--- src/rtl/tvsd_pkg.sv ---
package tvsd_pkg;

    localparam int unsigned QUEUE_DEPTH = 2;

    localparam int unsigned KIND_W  = 3;
    localparam int unsigned ERROR_W = 2;
    localparam int unsigned VALUE_W = 64;

    localparam logic [KIND_W-1:0] KIND_TRUE  = 3'd0;
    localparam logic [KIND_W-1:0] KIND_FALSE = 3'd1;
    localparam logic [KIND_W-1:0] KIND_NUM   = 3'd2;
    localparam logic [KIND_W-1:0] KIND_CHAR  = 3'd3;
    localparam logic [KIND_W-1:0] KIND_SCHAR = 3'd4;
    localparam logic [KIND_W-1:0] KIND_EMPTY = 3'd5;

    localparam logic [ERROR_W-1:0] ERR_NONE = 2'd0;
    localparam logic [ERROR_W-1:0] ERR_TAG  = 2'd1;
    localparam logic [ERROR_W-1:0] ERR_CHAR = 2'd2;

    localparam logic [7:0] TAG_T = 8'h74;
    localparam logic [7:0] TAG_F = 8'h66;
    localparam logic [7:0] TAG_S = 8'h73;
    localparam logic [7:0] TAG_I = 8'h69;
    localparam logic [7:0] TAG_L = 8'h6c;
    localparam logic [7:0] TAG_C = 8'h63;
    localparam logic [7:0] TAG_STRING = 8'h53;

    typedef enum logic [2:0] {
        CLASS_TRUE,
        CLASS_FALSE,
        CLASS_NUM,
        CLASS_STR,
        CLASS_CHAR,
        CLASS_UNKNOWN
    } tag_class_t;

    typedef enum logic [2:0] {
        PH_TAG,
        PH_NUM_HEAD,
        PH_NUM_BODY,
        PH_CHAR,
        PH_LEN_HEAD,
        PH_LEN_BODY,
        PH_STR
    } phase_t;

    typedef struct packed {
        logic [7:0] data;
        tag_class_t tag;
    } item_t;

    typedef struct packed {
        logic valid;
    } queue_ctrl_t;

endpackage

--- src/rtl/tagged_value_stream_decoder.sv ---
// Channel   Ports                      Payload
// input     in_valid / in_stall        byte_in
// output    out_valid / out_stall      kind, value, last, error
//
// Sustains one byte per cycle while out_stall is low; each byte yields zero or one result.
// A result reaches the output register after its byte passes through the queue:
// the queue takes the byte when it is accepted, decode state and result register when it is taken.
// rst_n clears the queue, the decode state and the output valid at once.
// in_stall rises only when the input queue is full; out_stall holds a valid result in the result register.
module tagged_value_stream_decoder #(
    parameter int unsigned QUEUE_DEPTH = tvsd_pkg::QUEUE_DEPTH
) (
    input  logic                                clk,
    input  logic                                rst_n,
    input  logic                                in_valid,
    output logic                                in_stall,
    input  logic [7:0]                          byte_in,
    output logic                                out_valid,
    input  logic                                out_stall,
    output logic [tvsd_pkg::KIND_W-1:0]         kind,
    output logic signed [tvsd_pkg::VALUE_W-1:0] value,
    output logic                                last,
    output logic [tvsd_pkg::ERROR_W-1:0]        error
);

    tvsd_pkg::item_t       front_item;
    tvsd_pkg::item_t       back_item;
    tvsd_pkg::queue_ctrl_t queue_ctrl;
    logic                  queue_full;
    logic                  back_take;

    assign in_stall = queue_full;

    tvsd_front u_front (
        .byte_in (byte_in),
        .item    (front_item)
    );

    tvsd_queue #(
        .DEPTH (QUEUE_DEPTH)
    ) u_queue (
        .clk       (clk),
        .rst_n     (rst_n),
        .push      (in_valid),
        .push_item (front_item),
        .full      (queue_full),
        .ctrl_out  (queue_ctrl),
        .pop       (back_take),
        .pop_item  (back_item)
    );

    tvsd_back u_back (
        .clk        (clk),
        .rst_n      (rst_n),
        .queue_ctrl (queue_ctrl),
        .item       (back_item),
        .take       (back_take),
        .out_valid  (out_valid),
        .out_stall  (out_stall),
        .kind       (kind),
        .value      (value),
        .last       (last),
        .error      (error)
    );

    a_error_last: assert property (@(posedge clk) disable iff (!rst_n)
        out_valid && (error != tvsd_pkg::ERR_NONE) |-> last)
        else $error("error result without last");

    a_flag_zero: assert property (@(posedge clk) disable iff (!rst_n)
        out_valid && (error == tvsd_pkg::ERR_NONE) &&
        ((kind == tvsd_pkg::KIND_TRUE) || (kind == tvsd_pkg::KIND_FALSE) ||
         (kind == tvsd_pkg::KIND_EMPTY)) |-> (value == '0))
        else $error("flag result with nonzero value");

    a_char_byte: assert property (@(posedge clk) disable iff (!rst_n)
        out_valid && ((kind == tvsd_pkg::KIND_CHAR) || (kind == tvsd_pkg::KIND_SCHAR))
        |-> (value[63:8] == '0))
        else $error("character result wider than a byte");

endmodule

--- src/rtl/tvsd_front.sv ---
module tvsd_front (
    input  logic [7:0]     byte_in,
    output tvsd_pkg::item_t item
);

    always_comb
    begin
        item.data = byte_in;
        case (byte_in)
            tvsd_pkg::TAG_T:      item.tag = tvsd_pkg::CLASS_TRUE;
            tvsd_pkg::TAG_F:      item.tag = tvsd_pkg::CLASS_FALSE;
            tvsd_pkg::TAG_S,
            tvsd_pkg::TAG_I,
            tvsd_pkg::TAG_L:      item.tag = tvsd_pkg::CLASS_NUM;
            tvsd_pkg::TAG_STRING: item.tag = tvsd_pkg::CLASS_STR;
            tvsd_pkg::TAG_C:      item.tag = tvsd_pkg::CLASS_CHAR;
            default:              item.tag = tvsd_pkg::CLASS_UNKNOWN;
        endcase
    end

endmodule

--- src/rtl/tvsd_queue.sv ---
module tvsd_queue #(
    parameter int unsigned DEPTH = tvsd_pkg::QUEUE_DEPTH
) (
    input  logic                  clk,
    input  logic                  rst_n,
    input  logic                  push,
    input  tvsd_pkg::item_t       push_item,
    output logic                  full,
    output tvsd_pkg::queue_ctrl_t ctrl_out,
    input  logic                  pop,
    output tvsd_pkg::item_t       pop_item
);

    localparam int unsigned PTR_W = (DEPTH > 1) ? $clog2(DEPTH) : 1;
    localparam int unsigned CNT_W = $clog2(DEPTH + 1);

    tvsd_pkg::item_t entry_reg [DEPTH];
    logic [PTR_W-1:0] wr_ptr_reg;
    logic [PTR_W-1:0] wr_ptr_next;
    logic [PTR_W-1:0] rd_ptr_reg;
    logic [PTR_W-1:0] rd_ptr_next;
    logic [CNT_W-1:0] count_reg;
    logic [CNT_W-1:0] count_next;
    logic do_push;
    logic do_pop;

    assign full          = (count_reg == CNT_W'(DEPTH));
    assign do_push       = push && !full;
    assign do_pop        = pop && (count_reg != '0);
    assign ctrl_out.valid = (count_reg != '0);
    assign pop_item      = entry_reg[rd_ptr_reg];

    always_comb
    begin
        wr_ptr_next = wr_ptr_reg;
        rd_ptr_next = rd_ptr_reg;
        count_next  = count_reg;
        if (do_push)
        begin
            wr_ptr_next = (wr_ptr_reg == PTR_W'(DEPTH - 1)) ? '0 : wr_ptr_reg + PTR_W'(1);
        end
        if (do_pop)
        begin
            rd_ptr_next = (rd_ptr_reg == PTR_W'(DEPTH - 1)) ? '0 : rd_ptr_reg + PTR_W'(1);
        end
        if (do_push && !do_pop)
        begin
            count_next = count_reg + CNT_W'(1);
        end
        else if (do_pop && !do_push)
        begin
            count_next = count_reg - CNT_W'(1);
        end
    end

    always_ff @(posedge clk or negedge rst_n)
    begin
        if (!rst_n)
        begin
            wr_ptr_reg <= '0;
            rd_ptr_reg <= '0;
            count_reg  <= '0;
        end
        else
        begin
            wr_ptr_reg <= wr_ptr_next;
            rd_ptr_reg <= rd_ptr_next;
            count_reg  <= count_next;
        end
    end

    always_ff @(posedge clk)
    begin
        if (do_push)
        begin
            entry_reg[wr_ptr_reg] <= push_item;
        end
    end

endmodule

--- src/rtl/tvsd_back.sv ---
module tvsd_back (
    input  logic                           clk,
    input  logic                           rst_n,
    input  tvsd_pkg::queue_ctrl_t          queue_ctrl,
    input  tvsd_pkg::item_t                item,
    output logic                           take,
    output logic                           out_valid,
    input  logic                           out_stall,
    output logic [tvsd_pkg::KIND_W-1:0]    kind,
    output logic signed [tvsd_pkg::VALUE_W-1:0] value,
    output logic                           last,
    output logic [tvsd_pkg::ERROR_W-1:0]   error
);

    tvsd_pkg::phase_t phase_reg;
    tvsd_pkg::phase_t phase_next;

    logic [3:0]  bytes_left_reg;
    logic [3:0]  bytes_left_next;
    logic [3:0]  num_len_reg;
    logic [3:0]  num_len_next;
    logic        neg_reg;
    logic        neg_next;
    logic [63:0] acc_reg;
    logic [63:0] acc_next;
    logic [31:0] chars_left_reg;
    logic [31:0] chars_left_next;

    logic        out_valid_reg;
    logic [tvsd_pkg::KIND_W-1:0]  kind_reg;
    logic [63:0]                  value_reg;
    logic                         last_reg;
    logic [tvsd_pkg::ERROR_W-1:0] error_reg;

    logic                         res_valid;
    logic [tvsd_pkg::KIND_W-1:0]  res_kind;
    logic [63:0]                  res_value;
    logic                         res_last;
    logic [tvsd_pkg::ERROR_W-1:0] res_error;

    logic        num_done;
    logic        len_mode;
    logic        len_empty;
    logic        str_end;
    logic [63:0] finished;
    logic [7:0]  b;

    assign b    = item.data;
    assign take = queue_ctrl.valid && (!out_valid_reg || !out_stall);

    always_comb
    begin
        phase_next = phase_reg;
        case (phase_reg)
            tvsd_pkg::PH_NUM_HEAD,
            tvsd_pkg::PH_NUM_BODY:
            begin
                if (num_done)
                begin
                    phase_next = tvsd_pkg::PH_TAG;
                end
                else
                begin
                    phase_next = tvsd_pkg::PH_NUM_BODY;
                end
            end
            tvsd_pkg::PH_LEN_HEAD,
            tvsd_pkg::PH_LEN_BODY:
            begin
                if (!num_done)
                begin
                    phase_next = tvsd_pkg::PH_LEN_BODY;
                end
                else if (len_empty)
                begin
                    phase_next = tvsd_pkg::PH_TAG;
                end
                else
                begin
                    phase_next = tvsd_pkg::PH_STR;
                end
            end
            tvsd_pkg::PH_CHAR:
            begin
                phase_next = tvsd_pkg::PH_TAG;
            end
            tvsd_pkg::PH_STR:
            begin
                if (str_end)
                begin
                    phase_next = tvsd_pkg::PH_TAG;
                end
            end
            default:
            begin
                case (item.tag)
                    tvsd_pkg::CLASS_NUM:  phase_next = tvsd_pkg::PH_NUM_HEAD;
                    tvsd_pkg::CLASS_STR:  phase_next = tvsd_pkg::PH_LEN_HEAD;
                    tvsd_pkg::CLASS_CHAR: phase_next = tvsd_pkg::PH_CHAR;
                    default:              phase_next = tvsd_pkg::PH_TAG;
                endcase
            end
        endcase
    end

    always_comb
    begin
        acc_next        = acc_reg;
        num_len_next    = num_len_reg;
        neg_next        = neg_reg;
        bytes_left_next = bytes_left_reg;
        chars_left_next = chars_left_reg;
        res_valid       = 1'b0;
        res_kind        = tvsd_pkg::KIND_TRUE;
        res_value       = '0;
        res_last        = 1'b1;
        res_error       = tvsd_pkg::ERR_NONE;
        num_done        = 1'b0;
        len_mode        = 1'b0;
        len_empty       = 1'b0;
        str_end         = 1'b0;
        finished        = '0;
        case (phase_reg)
            tvsd_pkg::PH_NUM_HEAD,
            tvsd_pkg::PH_LEN_HEAD:
            begin
                neg_next        = b[3];
                num_len_next    = b[7:4];
                bytes_left_next = b[7:4];
                acc_next        = {60'd0, b[3:0]};
                num_done        = (b[7:4] == 4'd0);
                len_mode        = (phase_reg == tvsd_pkg::PH_LEN_HEAD);
            end
            tvsd_pkg::PH_NUM_BODY,
            tvsd_pkg::PH_LEN_BODY:
            begin
                acc_next        = {acc_reg[55:0], b};
                bytes_left_next = bytes_left_reg - 4'd1;
                num_done        = (bytes_left_next == 4'd0);
                len_mode        = (phase_reg == tvsd_pkg::PH_LEN_BODY);
            end
            tvsd_pkg::PH_CHAR:
            begin
                res_valid = 1'b1;
                res_kind  = tvsd_pkg::KIND_CHAR;
                res_value = {56'd0, b};
                res_error = b[7] ? tvsd_pkg::ERR_CHAR : tvsd_pkg::ERR_NONE;
            end
            tvsd_pkg::PH_STR:
            begin
                res_valid = 1'b1;
                res_kind  = tvsd_pkg::KIND_SCHAR;
                res_value = {56'd0, b};
                if (b[7])
                begin
                    chars_left_next = '0;
                    res_error       = tvsd_pkg::ERR_CHAR;
                    str_end         = 1'b1;
                end
                else
                begin
                    chars_left_next = chars_left_reg - 32'd1;
                    str_end         = (chars_left_next == 32'd0);
                    res_last        = str_end;
                end
            end
            default:
            begin
                case (item.tag)
                    tvsd_pkg::CLASS_TRUE:
                    begin
                        res_valid = 1'b1;
                        res_kind  = tvsd_pkg::KIND_TRUE;
                    end
                    tvsd_pkg::CLASS_FALSE:
                    begin
                        res_valid = 1'b1;
                        res_kind  = tvsd_pkg::KIND_FALSE;
                    end
                    tvsd_pkg::CLASS_UNKNOWN:
                    begin
                        res_valid = 1'b1;
                        res_kind  = tvsd_pkg::KIND_TRUE;
                        res_value = {56'd0, b};
                        res_error = tvsd_pkg::ERR_TAG;
                    end
                    default:
                    begin
                        res_valid = 1'b0;
                    end
                endcase
            end
        endcase

        finished = acc_next;
        if (neg_next && !num_len_next[3])
        begin
            finished = acc_next | ({64{1'b1}} << {num_len_next[2:0], 3'b100});
        end

        if (num_done)
        begin
            if (len_mode)
            begin
                len_empty = (finished[31:0] == 32'd0) || finished[31];
                if (len_empty)
                begin
                    res_valid = 1'b1;
                    res_kind  = tvsd_pkg::KIND_EMPTY;
                end
                else
                begin
                    chars_left_next = finished[31:0];
                end
            end
            else
            begin
                res_valid = 1'b1;
                res_kind  = tvsd_pkg::KIND_NUM;
                res_value = finished;
            end
        end
    end

    always_ff @(posedge clk or negedge rst_n)
    begin
        if (!rst_n)
        begin
            phase_reg      <= tvsd_pkg::PH_TAG;
            bytes_left_reg <= '0;
            num_len_reg    <= '0;
            neg_reg        <= 1'b0;
            acc_reg        <= '0;
            chars_left_reg <= '0;
            out_valid_reg  <= 1'b0;
        end
        else
        begin
            if (take)
            begin
                phase_reg      <= phase_next;
                bytes_left_reg <= bytes_left_next;
                num_len_reg    <= num_len_next;
                neg_reg        <= neg_next;
                acc_reg        <= acc_next;
                chars_left_reg <= chars_left_next;
                out_valid_reg  <= res_valid;
            end
            else if (!out_stall)
            begin
                out_valid_reg <= 1'b0;
            end
        end
    end

    always_ff @(posedge clk)
    begin
        if (take && res_valid)
        begin
            kind_reg  <= res_kind;
            value_reg <= res_value;
            last_reg  <= res_last;
            error_reg <= res_error;
        end
    end

    assign out_valid = out_valid_reg;
    assign kind      = kind_reg;
    assign value     = $signed(value_reg);
    assign last      = last_reg;
    assign error     = error_reg;

endmodule
--- config.mk ---
export PLATFORM = sky130hd
export DESIGN_NAME = tagged_value_stream_decoder
export DESIGN_NICKNAME = d
export VERILOG_FILES = /design/src/rtl/tvsd_pkg.sv /design/src/rtl/tagged_value_stream_decoder.sv /design/src/rtl/tvsd_front.sv /design/src/rtl/tvsd_queue.sv /design/src/rtl/tvsd_back.sv
export SDC_FILE = /design/constraint.sdc
export NUM_CORES = 1
export LEC_CHECK = 0
export BUFFER_PORTS_ARGS = -buffer_cell sky130_fd_sc_hd__buf_2
export CAP_MARGIN = 20
export CORE_MARGIN = 8
export CORE_UTILIZATION = 55
export CTS_CLUSTER_DIAMETER = 120
export DETAILED_ROUTE_END_ITERATION = 8
export PLACE_DENSITY = 0.79
export SLEW_MARGIN = 20
export SYNTH_ARGS = -nofsm -noshare
export SYNTH_HDL_FRONTEND = slang
export SYNTH_SLANG_ARGS = --single-unit
--- constraint.sdc ---
create_clock -name clk -period 21.9 [get_ports clk]
set_input_delay 1.095 -clock clk [delete_from_list [all_inputs] [get_ports clk]]
set_output_delay 1.095 -clock clk [all_outputs]
set_load 0.01 [all_outputs]
==> results of run 1 <==
-- cell families (layout without fill, tap and decap cells) --
family          Yosys count  count (layout)  share of synthesized area
xor+xnor                 22              22                     0.0174
flops                   205             205                      0.505
simple gates            350             350                      0.163
compound gates          371             371                      0.238
buf+inv                 110             155                     0.0420
fa+ha+maj                 5               5                    0.00565
mux                      30              30                     0.0296
-- worst reg2reg max path: cells and delay by family, from the launching register on --
kind | cells | cell delay [ps]
and+or+nand+nor | 3 | 840
buffers and inverters | 4 | 1620
xor gates and xnor gates | 1 | 160
DFF | 1 | 540
AOI/OAI and AO/OA | 3 | 1410
-- metrics by stage --
stage | worst slack [ps] | area [µm²] | total power [mW]
2_1_floorplan | 13880 | 11100 | 1.22
3_3_place_gp | 17110 | 11600 | 1.43
3_5_place_dp | 16980 | 11600 | 1.45
4_1_cts | 16980 | 12300 | 1.81
5_1_grt | 16700 | 12300 | 1.92
6_report | 16910 | 12300 | 1.82
-- cell usage after synthesis, drive strengths merged, types with 9 or more instances --
cell    count  area [µm²]
nand3      15        75.1
nand2b      9        56.3
o21ai      62         318
a221oi     20         175
nor2       90         340
edfxtp     92        2760
a221o      10         100
inv        16        60.1
dfrtp     113        2830
mux2        9         105
a22o       64         561
clkbuf     62         233
a31oi      17         106
mux2i      21         223
buf        31         169
xnor2      18         158
nand2      99         372
o22ai      13        81.3
nor3       36         180
a22oi      38         285
nor4b       9        78.8
a21oi      81         417
nor4       24         184
-- power groups by stage --
stage | Sequential (mW) | Clock, mW | Combinational [mW]
after floorplan | 0.621 | 0 | 0.596
after global placement | 0.656 | 0 | 0.773
after detailed placement | 0.661 | 0 | 0.788
after CTS | 0.656 | 0.360 | 0.792
after global routing | 0.675 | 0.373 | 0.875
final | 0.662 | 0.356 | 0.806
-- routing by layer --
layer  routed length (µm)  GRT usage  part of all wire  up-vias
met5                   10          0           0.00033        -
li1                     -          -                 -     4263
met2                13600      0.367              0.45      458
met4                 1220     0.0979             0.040        2
met1                12800      0.337              0.42     4442
met3                 2630     0.0426             0.087       88
-- path summary, 6_finish.rpt --
path	end	slack (ps)
setup reg to reg	u_back.value[32]	16910
setup / recovery	u_back.value[32]	16910
min in group asynchronous	u_back.chars_left_reg[27]	580
hold reg to reg	u_queue.wr_ptr_reg	500
hold / removal	u_queue.wr_ptr_reg	500
max in group asynchronous	u_back.acc_reg[18]	20000
-- cell type report --
cell class / instances / share of cell area
sequential: 205 / 0.456
multi-input combinational: 778 / 0.412
clock buffer: 29 / 0.0478
timing repair buffer: 98 / 0.0432
tap: 270 / 0.0275
clock inverter: 11 / 0.00826
inverter: 17 / 0.00520
==> metrics.sh, run 1 <==
OUTCOME='completed'
CLOCK_TREE.BUFFER_DEPTH=3
DESIGN.FINAL.NETS=1139
LAYOUT.CORE_UTILIZATION=0.614
SYNTHESIS.YOSYS.WARNINGS=0
WORSTHOLDPATHCELLS=1
CPMAXSTAGEDELAYCELL='a221oi_4'
TRITONCTS.NUM_BUFFERS=22
BUFFER_PORTS.INSERTED=83
DIE_X_UM=158
HTREE_NUM_LEVELS=1
POWER_DENSITY_mW_PER_MM2=149
SYNTHTOLAYOUTAREAGROWTH_PCT=10.8
POST-ROUTE-DRC-COUNT=0
MAPPEDNETLISTAREA_MM2=0.0111
SHARE_OF_TOTAL_POWER_IN_COMBINATIONAL_LOGIC=0.442
TIMING.FINAL.CRIT_SHARE=0.228
CLOCK_TREE_FROM_TRITONCTS='yes'
CTS_ROOT_BUFFER_TYPE='clkbuf_16'
CRIT_PATH_LAUNCH_TYPE='register'
WORST-ENDPOINT-ARRIVAL_PS=5130
FILLCELLCOUNT=1671
CRIT_TYPE='reg -> reg'
HOLD-WORST-SLACK_PS=502
GR-TOTAL-OVERFLOW=0
FINALSETUPTNS_PS=0
TRACK_USAGE=0.241
CRITPATHLAUNCH='u_back.phase_reg[0]'
FLOORPLAN.ROWS=52
VDD_DROP_MAX_V=0.0000888
MOST_FREQUENT_STANDARD_CELL_IN_THE_LAYOUT_EXCLUDING_FILL_AND_TAP_CELLS='dfrtp_1'
FIN_WORST_SKEW_PS=26.8
PATH_CELLS='buf_4, nor2_2, buf_4, xnor2_2, buf_4, or3b_1, a2111oi_0, and4_4, a21oi_1, a221oi_4, buf_4'
SYNTH_EDF_COUNT=92
POSTSYNTHNETCOUNT=1110
CELL_INTERNAL_PWR_mW=1.00
GRT_MAX_DEGREE=83
CP-END-KIND='register'
AREA.SEQUENTIAL_MM2=0.00559
SYNTH_SEQ_AREA_SHARE=0.505
CTS.SINK_COUNT=205
REPORT.FINAL.HOLD_VIOL_COUNT=0
SLEW_VIOLATIONS=0
DP_HPWL_UM=20200
DRT-TOTAL-WL_UM=30200
DETAIL_ROUTE.ITER0.VIOLATIONS=1191
MAXCAPVIOLATIONS=0
CRIT_FANOUT=56
YS_ASYNC_SR_FRACTION=0.551
TIMING_WORST_SLEW_PIN_VALUE_PS=1080
CLOCK_POWER_SHARE=0.195
MAX_FREQ_MHz=200
DETAIL-ROUTE-ANTENNA-NETS=0
SYN-MEAN-INSTANCE-AREA_UM2=10.1
MULTIINPUTGATEAREA_MM2=0.00506
HOLD_CLASS='reg -> reg'
FINAL-SETUP-VIOL-COUNT=0
POWER.LEAKAGE_nW=4.70
SLOWEST_DELAY_PS=800
ANTENNA_FOUND_INITIAL=1
CORE_AREA_MM2=0.0200
DIEHEIGHT_UM=158
CP.BUFFERS_INVERTERS=4
POWER.SWITCHING_FRACTION=0.450
CRITICAL-PATH-TOP-DELAY-FAMILY='buffers and inverters'
POST_CTS_HOLD_BUFFER_COUNT=0
RR_STARTPOINT='u_back.phase_reg[0]'
FINALNONFILLERCELLS=1408
RELSLEWSLACK=0.275
ROUTED-VIA-COUNT=9253
SETUP_FIX_BUFS_POST_CTS=0
RSZ0062_AT_GRT='no'
GRT_PASS1_VIAS=8534
YS_FF_LATCH=205
LEADING_CELL_TYPES_IN_THE_LAYOUT_FILL_AND_TAPS_EXCLUDED='dfrtp_1 (112), nand2_1 (98), edfxtp_1 (92)'
GRT_FIRST_PASS_WIRELENGTH_UM=47600
RR_WORST_DEPTH=11
YS.FLOP_TYPE='dfrtp_1'
WORSTSETUPPATHDEPTH=11
MIN_PERIOD_PS=4990
CLK_TRANSITION_REPORTED_PATHS_PS=60
FP.DIEAREA_MM2=0.0249
IO_PINS=84
NUM_ANTENNA_CELLS=0
CTS-RESIZED-GATES=0
WORST_HOLD_STARTPOINT='u_queue.wr_ptr_reg'
DRIVE_ABOVE_1_SHARE=0.149
P_SW_mW=0.821
PLACE.GP.CONGESTION=0.995
PLACE.DETAILED.INSTANCES=1368
DR.PASS1.ITERS=6
INITIAL_CORE_UTIL=0.555
WORST_SKEW_PAIR.LATE_LATENCY_PS=520
RATIO_OF_ROUTED_VIAS_TO_STANDARD_CELLS=6.57
SEQ_POWER_SHARE=0.363
SYNTHCELLS=1093
POST_SYNTH_NUM_CELL_TYPES=84
WORST_EP_REQUIRED_TIME_PS=22040
TIMING.CRITICAL_PATH.MODE_CELL='buf_4'
WL_PER_CELL_UM=21.5
Note: power is estimated with default switching activity, not from simulation.
==> run 2: changes to the inputs <==
- clock period: 21.9 -> 4.7 ns (I/O delays scaled with it)
==> metrics.sh, run 2 (same netlist as run 1, synthesis figures left out) <==
OUTCOME='completed'
POST-ROUTE-DRC-COUNT=0
HOLDPATHEND='u_queue.wr_ptr_reg'
HTREE_NUM_LEVELS=1
REPORT.FINAL.HOLD_VIOL_COUNT=0
CORE_AREA_MM2=0.0200
GRT_PASS1_VIAS=8635
CRIT_TYPE='reg -> reg'
BUFFER_PORTS.INSERTED=83
CP-END-KIND='register'
CLK_TRANSITION_REPORTED_PATHS_PS=60
PLACE.GP.CONGESTION=0.952
DETAIL_ROUTE.ITER0.VIOLATIONS=1168
DP_HPWL_UM=21200
DETAIL-ROUTE-ANTENNA-NETS=0
SYNTHTOLAYOUTAREAGROWTH_PCT=12.8
POWER_DENSITY_mW_PER_MM2=687
WL_PER_CELL_UM=21.4
TIMING_WORST_SLEW_PIN_VALUE_PS=919
FIN_WS_PS=527
SETUP_FIX_BUFS_POST_CTS=0
MAX_FREQ_MHz=240
GR-TOTAL-OVERFLOW=0
LAYOUT.CELL_AREA.NON_FILLER_MM2=0.0125
HOLD_CLASS='in -> reg'
POWER.LEAKAGE_nW=4.80
WORST_EP_REQUIRED_TIME_PS=4890
PLACE.DETAILED.INSTANCES=1378
GRT_MAX_DEGREE=81
INITIAL_CORE_UTIL=0.555
ANTENNA_FOUND_INITIAL=1
SETUP.REG_TO_REG.WORST_SLACK_PS=530
FINALNONFILLERCELLS=1429
DRT-TOTAL-WL_UM=30600
FIN_WORST_SKEW_PS=11.6
DR.PASS1.ITERS=5
GRT_FIRST_PASS_WIRELENGTH_UM=48300
RR_WORST_DEPTH=8
FILLCELLCOUNT=1603
TRITONCTS.NUM_BUFFERS=22
FINAL-SETUP-VIOL-COUNT=0
TRACK_USAGE=0.247
HOLD-WORST-SLACK_PS=48.2
IO_PINS=84
VDD_DROP_MAX_V=0.000474
FINALSETUPTNS_PS=0
RATIO_OF_ROUTED_VIAS_TO_STANDARD_CELLS=6.57
MIN_PERIOD_PS=4170
RR_STARTPOINT='u_queue.rd_ptr_reg'
POST_CTS_HOLD_BUFFER_COUNT=10
CRIT_PATH_LAUNCH_TYPE='register'
CTS-RESIZED-GATES=0
MOST_FREQUENT_STANDARD_CELL_IN_THE_LAYOUT_EXCLUDING_FILL_AND_TAP_CELLS='dfrtp_1'
WORSTHOLDPATHCELLS=3
WORST-ENDPOINT-ARRIVAL_PS=4360
DIEHEIGHT_UM=158
FP.DIEAREA_MM2=0.0249
WORST_SKEW_PAIR.LATE_LATENCY_PS=520
ROUTED-VIA-COUNT=9387
DP_WORST_SETUP_SLACK_PS=571
LEADING_CELL_TYPES_IN_THE_LAYOUT_FILL_AND_TAPS_EXCLUDED='dfrtp_1 (112), nand2_1 (98), edfxtp_1 (92)'
REGTOREGENDPOINT='u_back.value[33]'
PLACEDINSTANCEAREA_MM2=0.0117
DRIVE_ABOVE_1_SHARE=0.156
CRIT_FANOUT=56
RSZ0062_AT_GRT='no'
CLOCK_TREE_FROM_TRITONCTS='yes'
DIE_X_UM=158
SLEW_VIOLATIONS=0
CTS.SINK_COUNT=205
WORST_HOLD_STARTPOINT='in_valid'
MAXCAPVIOLATIONS=0
DESIGN.FINAL.NETS=1159
CLOCK_TREE.BUFFER_DEPTH=3
FLOORPLAN.ROWS=52
CTS_ROOT_BUFFER_TYPE='clkbuf_16'
TIMING.FINAL.CRIT_SHARE=0.888
RELSLEWSLACK=0.387
==> run 2: how the worst max path moves through the flow <==
stage | start | to | slack, ps
global placement | u_back.phase_reg[2] | u_back.value[34] | 720
CTS | u_queue.rd_ptr_reg | u_back.value[16] | 550
global route | u_queue.rd_ptr_reg | u_back.value[18] | 250
floorplan | u_back.phase_reg[0] | u_back.error[0] | 270
finish | u_queue.rd_ptr_reg | u_back.value[33] | 530
detailed placement | u_queue.rd_ptr_reg | u_back.value[50] | 570
==> run 2: cell type report <==
type                    count  area, µm²  share of cell area
flip-flops and latches    205       5590               0.448
multi-input cells         778       5050               0.404
repair buffers            118        734              0.0588
clock buffers              29        607              0.0486
well taps                 270        338              0.0270
clock inverters            11        104             0.00831
inverters                  17       63.8             0.00511
diodes                      1       2.50            0.000200
==> run 2: report_power, final <==
group          switching, mW  leakage, nW  total (mW)  internal [mW]
clock                  0.713        0.350        1.69          0.973
sequential             0.712         2.36        3.14           2.43
combinational           2.41         2.09        3.76           1.35
total                   3.84         4.80        8.59           4.75
==> run 2: per-layer routing <==
| metal | global-route usage | vias up | routed length (µm) |
|---|---|---|---|
| met5 | 0 | - | 0 |
| met4 | 0.0876 | 0 | 1020 |
| met3 | 0.0448 | 78 | 2600 |
| met2 | 0.379 | 430 | 13900 |
| met1 | 0.347 | 4588 | 13100 |
| li1 | - | 4291 | - |
==> run 2: critical path, stage by stage, from the launching register on <==
cell and delay (ps):
dfrtp_1 870, mux2i_1 680, nor4_1 210, a221oi_1 580, o21ai_0 210, and4bb_2 400
a21oi_1 160, a221oi_4 370, buf_12 310
==> run 2: metrics by stage <==
stage | utilization | total power [mW]
2_1_floorplan | - | 5.67
3_3_place_gp | 0.585 | 6.76
3_5_place_dp | 0.585 | 6.83
4_1_cts | 0.625 | 8.52
5_1_grt | 0.626 | 9.08
6_report | 0.626 | 8.59
